**src/rtl/csm_pkg.sv**
```systemverilog
// Shared types and constants of the counting string matcher.
package csm_pkg;

   localparam int WINDOW_SLOTS_DEF  = 64;
   localparam int ALPHABET_SIZE_DEF = 256;
   localparam int COUNT_W           = 7;
   localparam int COUNT_MAX         = 127;
   localparam int SLOT_IDX_W        = 8;
   localparam int LEN_W             = 7;
   localparam int POS_W             = 32;
   localparam int BYTE_W            = 8;
   localparam int PIDX_W            = 6;

   typedef enum logic [1:0] {
      CMD_START   = 2'd0,
      CMD_PATTERN = 2'd1,
      CMD_TEXT    = 2'd2,
      CMD_NONE    = 2'd3
   } cmd_type;

   typedef struct packed {
      logic                  shift;
      logic                  clear;
      logic                  vote_en;
      logic [SLOT_IDX_W-1:0] vote_slot;
      logic                  check_en;
      logic [SLOT_IDX_W-1:0] check_slot;
      logic [LEN_W-1:0]      length;
   } cell_ctl_type;

endpackage

```
**src/rtl/csm_table.sv**
```systemverilog
// Byte-to-pattern-index table: memory for indexes, flip-flop valid bits.
module csm_table #(
   parameter int ALPHABET_SIZE = csm_pkg::ALPHABET_SIZE_DEF
) (
   input  logic                       clock,
   input  logic                       reset,
   input  logic                       rd_en,
   input  logic                       wr_en,
   input  logic                       clr,
   input  logic [csm_pkg::BYTE_W-1:0] addr,
   input  logic [csm_pkg::PIDX_W-1:0] wr_index,
   output logic                       hit,
   output logic [csm_pkg::PIDX_W-1:0] index
);

   localparam int AW = (ALPHABET_SIZE > 1) ? $clog2(ALPHABET_SIZE) : 1;

   logic [csm_pkg::PIDX_W-1:0] table_mem_ff [ALPHABET_SIZE];
   logic [ALPHABET_SIZE-1:0]   valid_ff;
   logic [ALPHABET_SIZE-1:0]   valid_in;
   logic                       hit_ff;
   logic                       hit_in;
   logic [csm_pkg::PIDX_W-1:0] index_ff;
   logic                       in_range;
   logic [AW-1:0]              slot;

   assign in_range = (32'(addr) < 32'(ALPHABET_SIZE));
   assign slot     = AW'(addr);

   always_comb begin
      valid_in = valid_ff;
      if (clr) begin
         valid_in = '0;
      end else if (wr_en && in_range) begin
         valid_in[slot] = 1'b1;
      end
   end

   assign hit_in = in_range && valid_ff[slot];

   always_ff @(posedge clock) begin
      if (reset) begin
         valid_ff <= '0;
         hit_ff   <= 1'b0;
      end else begin
         valid_ff <= valid_in;
         if (rd_en) begin
            hit_ff <= hit_in;
         end
      end
   end

   always_ff @(posedge clock) begin
      if (wr_en && in_range) begin
         table_mem_ff[slot] <= wr_index;
      end
   end

   always_ff @(posedge clock) begin
      if (rd_en) begin
         index_ff <= table_mem_ff[slot];
      end
   end

   assign hit   = hit_ff;
   assign index = index_ff;

endmodule

```
**src/rtl/csm_cell.sv**
```systemverilog
// One vote counter of the rotating chain, indexed by distance to the current byte.
module csm_cell #(
   parameter int CELL_INDEX = 0
) (
   input  logic                        clock,
   input  logic                        reset,
   input  csm_pkg::cell_ctl_type       ctl,
   input  logic [csm_pkg::COUNT_W-1:0] count_prev,
   output logic [csm_pkg::COUNT_W-1:0] count_out,
   output logic                        match
);

   localparam int IW = csm_pkg::SLOT_IDX_W;
   localparam int CW = csm_pkg::COUNT_W;

   logic [CW-1:0] count_ff;
   logic [CW-1:0] count_in;
   logic [CW-1:0] voted;
   logic          vote_here;
   logic          check_here;

   assign vote_here  = ctl.vote_en && (ctl.vote_slot == IW'(CELL_INDEX));
   assign check_here = ctl.check_en && (ctl.check_slot == IW'(CELL_INDEX));

   always_comb begin
      voted = count_ff;
      if (vote_here && (count_ff < CW'(csm_pkg::COUNT_MAX))) begin
         voted = count_ff + CW'(1);
      end
   end

   assign match     = ctl.shift && check_here && (voted == ctl.length);
   assign count_out = check_here ? '0 : voted;

   always_comb begin
      count_in = count_ff;
      if (ctl.clear) begin
         count_in = '0;
      end else if (ctl.shift) begin
         count_in = count_prev;
      end
   end

   always_ff @(posedge clock) begin
      if (reset) begin
         count_ff <= '0;
      end else begin
         count_ff <= count_in;
      end
   end

endmodule

```
**src/rtl/counting_string_matcher_unit.sv**
```systemverilog
// Top level of the counting string matcher: input stage, table, cell chain, result register.
// Path: a text transaction waits in the input stage; its match is registered onto rsp_valid.
// Throughput: one transaction per clock; the table read stage and the counter chain both
// take a transaction every cycle, stalling only when the result register is held.
// Reset (synchronous): clears table valid bits, all counters, text position and pipeline;
// pattern length returns to 1. No clearing pass; the block is ready right after reset.
module counting_string_matcher_unit #(
   parameter int WINDOW_SLOTS  = csm_pkg::WINDOW_SLOTS_DEF,
   parameter int ALPHABET_SIZE = csm_pkg::ALPHABET_SIZE_DEF
) (
   input  logic                       clock,
   input  logic                       reset,
   input  logic                       req_valid,
   output logic                       req_stall,
   input  logic [1:0]                 req_command,
   input  logic [csm_pkg::BYTE_W-1:0] req_data_byte,
   input  logic [csm_pkg::PIDX_W-1:0] req_pattern_index,
   output logic                       rsp_valid,
   input  logic                       rsp_stall,
   output logic [csm_pkg::POS_W-1:0]  rsp_match_position,
   input  logic                       csr_write_enable,
   input  logic [csm_pkg::LEN_W-1:0]  csr_write_data
);

   localparam int LW = csm_pkg::LEN_W;
   localparam int PW = csm_pkg::POS_W;
   localparam int IW = csm_pkg::SLOT_IDX_W;
   localparam int CW = csm_pkg::COUNT_W;

   logic                       req_accept;
   logic                       advance;
   logic                       s1_valid_ff;
   logic                       s1_valid_in;
   csm_pkg::cmd_type           s1_cmd_ff;
   csm_pkg::cmd_type           req_cmd;
   logic                       tbl_hit;
   logic [csm_pkg::PIDX_W-1:0] tbl_index;
   logic [LW-1:0]              length_ff;
   logic [LW-1:0]              m_len;
   logic [PW-1:0]              text_pos_ff;
   logic [PW-1:0]              text_pos_in;
   logic [PW-1:0]              m_minus1;
   logic                       early;
   logic                       vote_ok;
   logic                       is_text;
   logic                       is_start;
   csm_pkg::cell_ctl_type      ctl;
   logic [CW-1:0]              cell_out [WINDOW_SLOTS];
   logic [WINDOW_SLOTS-1:0]    cell_match;
   logic                       match_any;
   logic                       rsp_valid_ff;
   logic                       rsp_valid_in;
   logic [PW-1:0]              rsp_pos_ff;

   assign req_cmd    = csm_pkg::cmd_type'(req_command);
   assign advance    = s1_valid_ff && (!rsp_valid_ff || !rsp_stall);
   assign req_stall  = s1_valid_ff && !advance;
   assign req_accept = req_valid && !req_stall;

   always_comb begin
      s1_valid_in = s1_valid_ff;
      if (req_accept) begin
         s1_valid_in = 1'b1;
      end else if (advance) begin
         s1_valid_in = 1'b0;
      end
   end

   always_ff @(posedge clock) begin
      if (reset) begin
         s1_valid_ff <= 1'b0;
      end else begin
         s1_valid_ff <= s1_valid_in;
      end
   end

   always_ff @(posedge clock) begin
      if (req_accept) begin
         s1_cmd_ff <= req_cmd;
      end
   end

   csm_table #(
      .ALPHABET_SIZE(ALPHABET_SIZE)
   ) u_table (
      .clock   (clock),
      .reset   (reset),
      .rd_en   (req_accept),
      .wr_en   (req_accept && (req_cmd == csm_pkg::CMD_PATTERN)),
      .clr     (req_accept && (req_cmd == csm_pkg::CMD_START)),
      .addr    (req_data_byte),
      .wr_index(req_pattern_index),
      .hit     (tbl_hit),
      .index   (tbl_index)
   );

   always_ff @(posedge clock) begin
      if (reset) begin
         length_ff <= LW'(1);
      end else if (csr_write_enable) begin
         length_ff <= csr_write_data;
      end
   end

   always_comb begin
      m_len = length_ff;
      if (length_ff == '0) begin
         m_len = LW'(1);
      end else if (32'(length_ff) > WINDOW_SLOTS) begin
         m_len = LW'(WINDOW_SLOTS);
      end
   end

   assign m_minus1 = PW'(m_len) - PW'(1);
   assign early    = (text_pos_ff < m_minus1);
   assign is_text  = (s1_cmd_ff == csm_pkg::CMD_TEXT);
   assign is_start = (s1_cmd_ff == csm_pkg::CMD_START);
   assign vote_ok  = tbl_hit && (LW'(tbl_index) < m_len)
                     && (!early || (text_pos_ff >= PW'(tbl_index)));

   always_comb begin
      ctl.shift      = advance && is_text;
      ctl.clear      = advance && is_start;
      ctl.vote_en    = vote_ok;
      ctl.vote_slot  = IW'(tbl_index);
      ctl.check_en   = !early;
      ctl.check_slot = IW'(m_len - LW'(1));
      ctl.length     = m_len;
   end

   for (genvar i = 0; i < WINDOW_SLOTS; i++) begin : g_cell
      csm_cell #(
         .CELL_INDEX(i)
      ) u_cell (
         .clock     (clock),
         .reset     (reset),
         .ctl       (ctl),
         .count_prev(cell_out[(i + WINDOW_SLOTS - 1) % WINDOW_SLOTS]),
         .count_out (cell_out[i]),
         .match     (cell_match[i])
      );
   end

   assign match_any = |cell_match;

   always_comb begin
      text_pos_in = text_pos_ff;
      if (ctl.clear) begin
         text_pos_in = '0;
      end else if (ctl.shift) begin
         text_pos_in = text_pos_ff + PW'(1);
      end
   end

   always_ff @(posedge clock) begin
      if (reset) begin
         text_pos_ff <= '0;
      end else begin
         text_pos_ff <= text_pos_in;
      end
   end

   always_comb begin
      rsp_valid_in = rsp_valid_ff;
      if (match_any) begin
         rsp_valid_in = 1'b1;
      end else if (rsp_valid_ff && !rsp_stall) begin
         rsp_valid_in = 1'b0;
      end
   end

   always_ff @(posedge clock) begin
      if (reset) begin
         rsp_valid_ff <= 1'b0;
      end else begin
         rsp_valid_ff <= rsp_valid_in;
      end
   end

   always_ff @(posedge clock) begin
      if (match_any) begin
         rsp_pos_ff <= text_pos_ff - m_minus1;
      end
   end

   assign rsp_valid          = rsp_valid_ff;
   assign rsp_match_position = rsp_pos_ff;

endmodule

```
**config.mk**
```make
export PLATFORM = sky130hd
export DESIGN_NAME = counting_string_matcher_unit
export DESIGN_NICKNAME = d
export VERILOG_FILES = /design/src/rtl/csm_pkg.sv /design/src/rtl/csm_table.sv /design/src/rtl/csm_cell.sv /design/src/rtl/counting_string_matcher_unit.sv
export SDC_FILE = /design/constraint.sdc
export NUM_CORES = 2
export LEC_CHECK = 0
export BUFFER_PORTS_ARGS = -buffer_cell sky130_fd_sc_hd__buf_4
export CELL_PAD_IN_SITES_DETAIL_PLACEMENT = 0
export CELL_PAD_IN_SITES_GLOBAL_PLACEMENT = 1
export CORE_ASPECT_RATIO = 2
export CORE_MARGIN = 2
export CORE_UTILIZATION = 45
export DETAILED_ROUTE_END_ITERATION = 6
export PLACE_DENSITY_LB_ADDON = 0.1
export SKIP_LAST_GASP = 1
export SLEW_MARGIN = 20
export SYNTH_ARGS = -nofsm -noshare
export SYNTH_HDL_FRONTEND = slang
export SYNTH_SLANG_ARGS = --single-unit
```
**constraint.sdc**
```tcl
create_clock -name clock -period 18.3 [get_ports clock]
set_input_delay 0 -clock clock [delete_from_list [all_inputs] [get_ports clock]]
set_output_delay 0 -clock clock [all_outputs]
set_load 0.02 [all_outputs]
```
==> run metrics <==
status complete, no violations; top post-synthesis cells by area edfxtp_1, dfxtp_1, mux4_2; post-route ant nets 0; Flop pwr share 50.6%; post-synthesis sequential area ratio 57.0%; WHS Path Cells 3; row count 255; Clock Tree Buf Depth 4; Worst-Skew Late Latency 0.91 ns; startpoint type of the worst setup path flip-flop; Worst Max-Slew Pin Slew 1.33 ns; Post-synth EDFFs 1576; met2 Usage GRT 56.2%; reg2reg path depth 19; Yosys warnings 0; All-Layer GR Usage 30.3%; initial antenna violation count 9; Final period util 48.9%; leading cell type in the layout, fill and taps excluded edfxtp_1; Syn Inst Count 8426; syn avg cell area 13.0 sq um; global route overflow 0; Sw Share 23.6%; vias in the first global route 73633; Final Routed Wirelength 378 mm; Pint 8.48 mW; Die ar. 0.247 sq mm; hold path start reset; most frequent cells in the layout edfxtp_1, nor2_1, dfxtp_1; H-tree depth 4; Reg2Reg Launch Point length_ff[6]; Slew Viols, Final 0; global routing's busiest layer met2; Clock Tree Root clkbuf_16; DRT Pass-1 Iters 5; Lkg Pwr 38.9 nW; worst-path fanout max 34; initial core utilization 45.2%; Yosys cell types 104; TritonCTS Buffers 215; min Tclk post-route 8.94 ns; layout cells sized above 1 15.7%; vias 72984; Worst Path Arrival 9.49 ns; Setup TNS Final 0 ns; Worst slew margin 10.9%; Final nets 8516; ys async rst share 0%; DR WL/cell 32.1 um; CTS tree done; # DRC 0; core area 0.241 sq mm; Die Ht 700 um; RSZ-0062 raised after global routing no; first-pass GRT wire length 539 mm; Final GP Congestion 0.975; Max IR drop VDD 0.0909 mV; Detailed Route Iter0 Violations 6393; Worst Hold Class in2reg; pwr dens 91.9 mW/mm^2; dpl hpwl 260 mm; max cap viols 0; skew final 0.0925 ns; Ports 62; vias per cell 6.20; Post-synth top flop edfxtp_1; Final setup viols 0; Cell Area, Synth 0.109 sq mm; WP data required 18.85 ns; Port Buffer Count 61; clk sinks 2322; post-synth top area cell edfxtp_1; largest net degree at the start of global routing 190; reg2reg end rsp_match_position[5]; Clock power frac 42.3%; Setup Buffers After CTS 0; Yosys reg bits 2322; Worst Path Class, Setup reg2reg; die width 352 um; hold slack final 0.106 ns; met1 Use GR 30.8%; Reg clk slew, reported paths 0.07 ns; Logic pwr share 7.1%; met3 GRT Util 3.50%; Min-Delay Endpoint rsp_valid; Critical Path End Type flip-flop; top-area cell type share of the netlist area 43.4%; final hold violation count 0; R2R Setup Slk 9.36 ns; fill count 20991; synth-to-layout area growth 10.7%; Max Freq 0.112 GHz; Sw Pwr 2.62 mW
[cells in the mapped netlist (35+ instances only)]
library cell / n
nor4_1: 53
mux4_2: 585
o21ai_0: 131
a21oi_1: 274
a22oi_1: 318
and2_1: 45
o21a_1: 272
nand4_1: 136
xor2_1: 219
nor2b_1: 35
mux2_2: 47
buf_1: 84
dfxtp_1: 746
nand2_1: 430
mux2i_1: 60
nand2b_1: 47
nand3_1: 254
nor2_1: 1046
o2111ai_1: 42
xnor2_1: 511
a31oi_1: 85
nor3_1: 112
clkbuf_1: 423
and3_1: 119
ha_1: 107
inv_1: 69
edfxtp_1: 1576
buf_2: 43
[registers in the layout (all words and copies together) (netlist names)]
signal and cells:
s1_valid_ff 1, u_table.hit 1, rsp_match_position 32, length_ff 7, text_pos_ff 32, g_cell.u_cell.count_ff 448, rsp_valid 1, u_table.valid_ff 256
u_table.index 6, s1_cmd_ff 2, u_table.table_mem_ff 1536
[critical path: stages, from the launching register on]
cell and delay (ns):
dfxtp_4 0.52, inv_2 0.38, buf_4 0.47, nand2_4 0.43, ha_1 0.49, fa_1 0.46
a211o_1 0.32, a21oi_1 0.20, o211ai_1 0.16, nand3_1 0.57, nand3_1 0.92, nand4_1 0.49
xor2_1 0.15, o2111ai_1 0.21, a2111o_1 0.54, o2111ai_1 0.57, or4_1 0.62, nor4_2 0.41
nand3_2 0.19, buf_4 0.32
[layer usage]
metal	vias to the layer above	wire length (um)
met4	4	35200
met5	-	28
met3	1003	16400
met2	2480	201000
li1	32123	-
met1	37374	125000
[area by class of cell]
type	instances	area, sq um	area share, %
antenna	10	25.0	0.0207
inverter	73	275	0.228
clock inverter	125	1370	1.14
multi-input combinational	5487	44700	37.0
timing repair buffer	281	2390	1.98
clock buffer	268	5810	4.81
tap	3212	4020	3.33
sequential	2322	62300	51.5
[cell families (layout without fill, tap and decap cells)]
family	after synthesis	in the layout	share of synthesized area (%)
other	1	37	0.00344
xor gates and xnor gates	741	741	6.09
and+or+nand+nor	2423	2423	10.4
buffers and inverters	643	747	2.36
AOI/OAI and AO/OA	1490	1490	9.67
muxes	693	693	13.1
DFF	2322	2322	57.0
adders and majority gates	113	113	1.29
[through the flow]
step	cell area [sq um]	util (%)	cells	setup slack, ns	total power, mW
floorplan	109000	-	8452	10.81	6.14
global placement	113000	46.9	11326	9.56	6.50
detailed placement	113000	46.9	11327	9.53	6.50
CTS	121000	50.1	11765	9.54	11.2
global route	121000	50.1	11774	9.45	11.4
finish	121000	50.1	11778	9.36	11.1
[power by group through the flow]
stage	clock network, mW	registers (mW)	logic (mW)
final	4.70	5.61	0.790
after global routing	4.95	5.61	0.819
after CTS	4.79	5.61	0.787
after detailed placement	0	5.73	0.777
after global placement	0	5.73	0.771
after floorplan	0	5.72	0.423
[what timing repair did]
action / CTS / global route
hold endpoints to repair: 601 / 0
gates resized for setup: 0 / 0
hold buffers: 45 / 0
[worst max path at each step]
| stage | startpoint | endpoint | cells past startpoint |
|---|---|---|---|
| 5_1_grt | length_ff[2] | rsp_match_position[2] | 19 |
| 6_report | length_ff[6] | rsp_match_position[5] | 19 |
| 3_5_place_dp | length_ff[6] | rsp_match_position[4] | 19 |
| 3_3_place_gp | length_ff[6] | rsp_match_position[5] | 19 |
| 2_1_floorplan | length_ff[6] | rsp_match_position[0] | 26 |
| 4_1_cts | length_ff[6] | rsp_match_position[2] | 19 |
No activity file was read; power rests on OpenSTA's default activity.
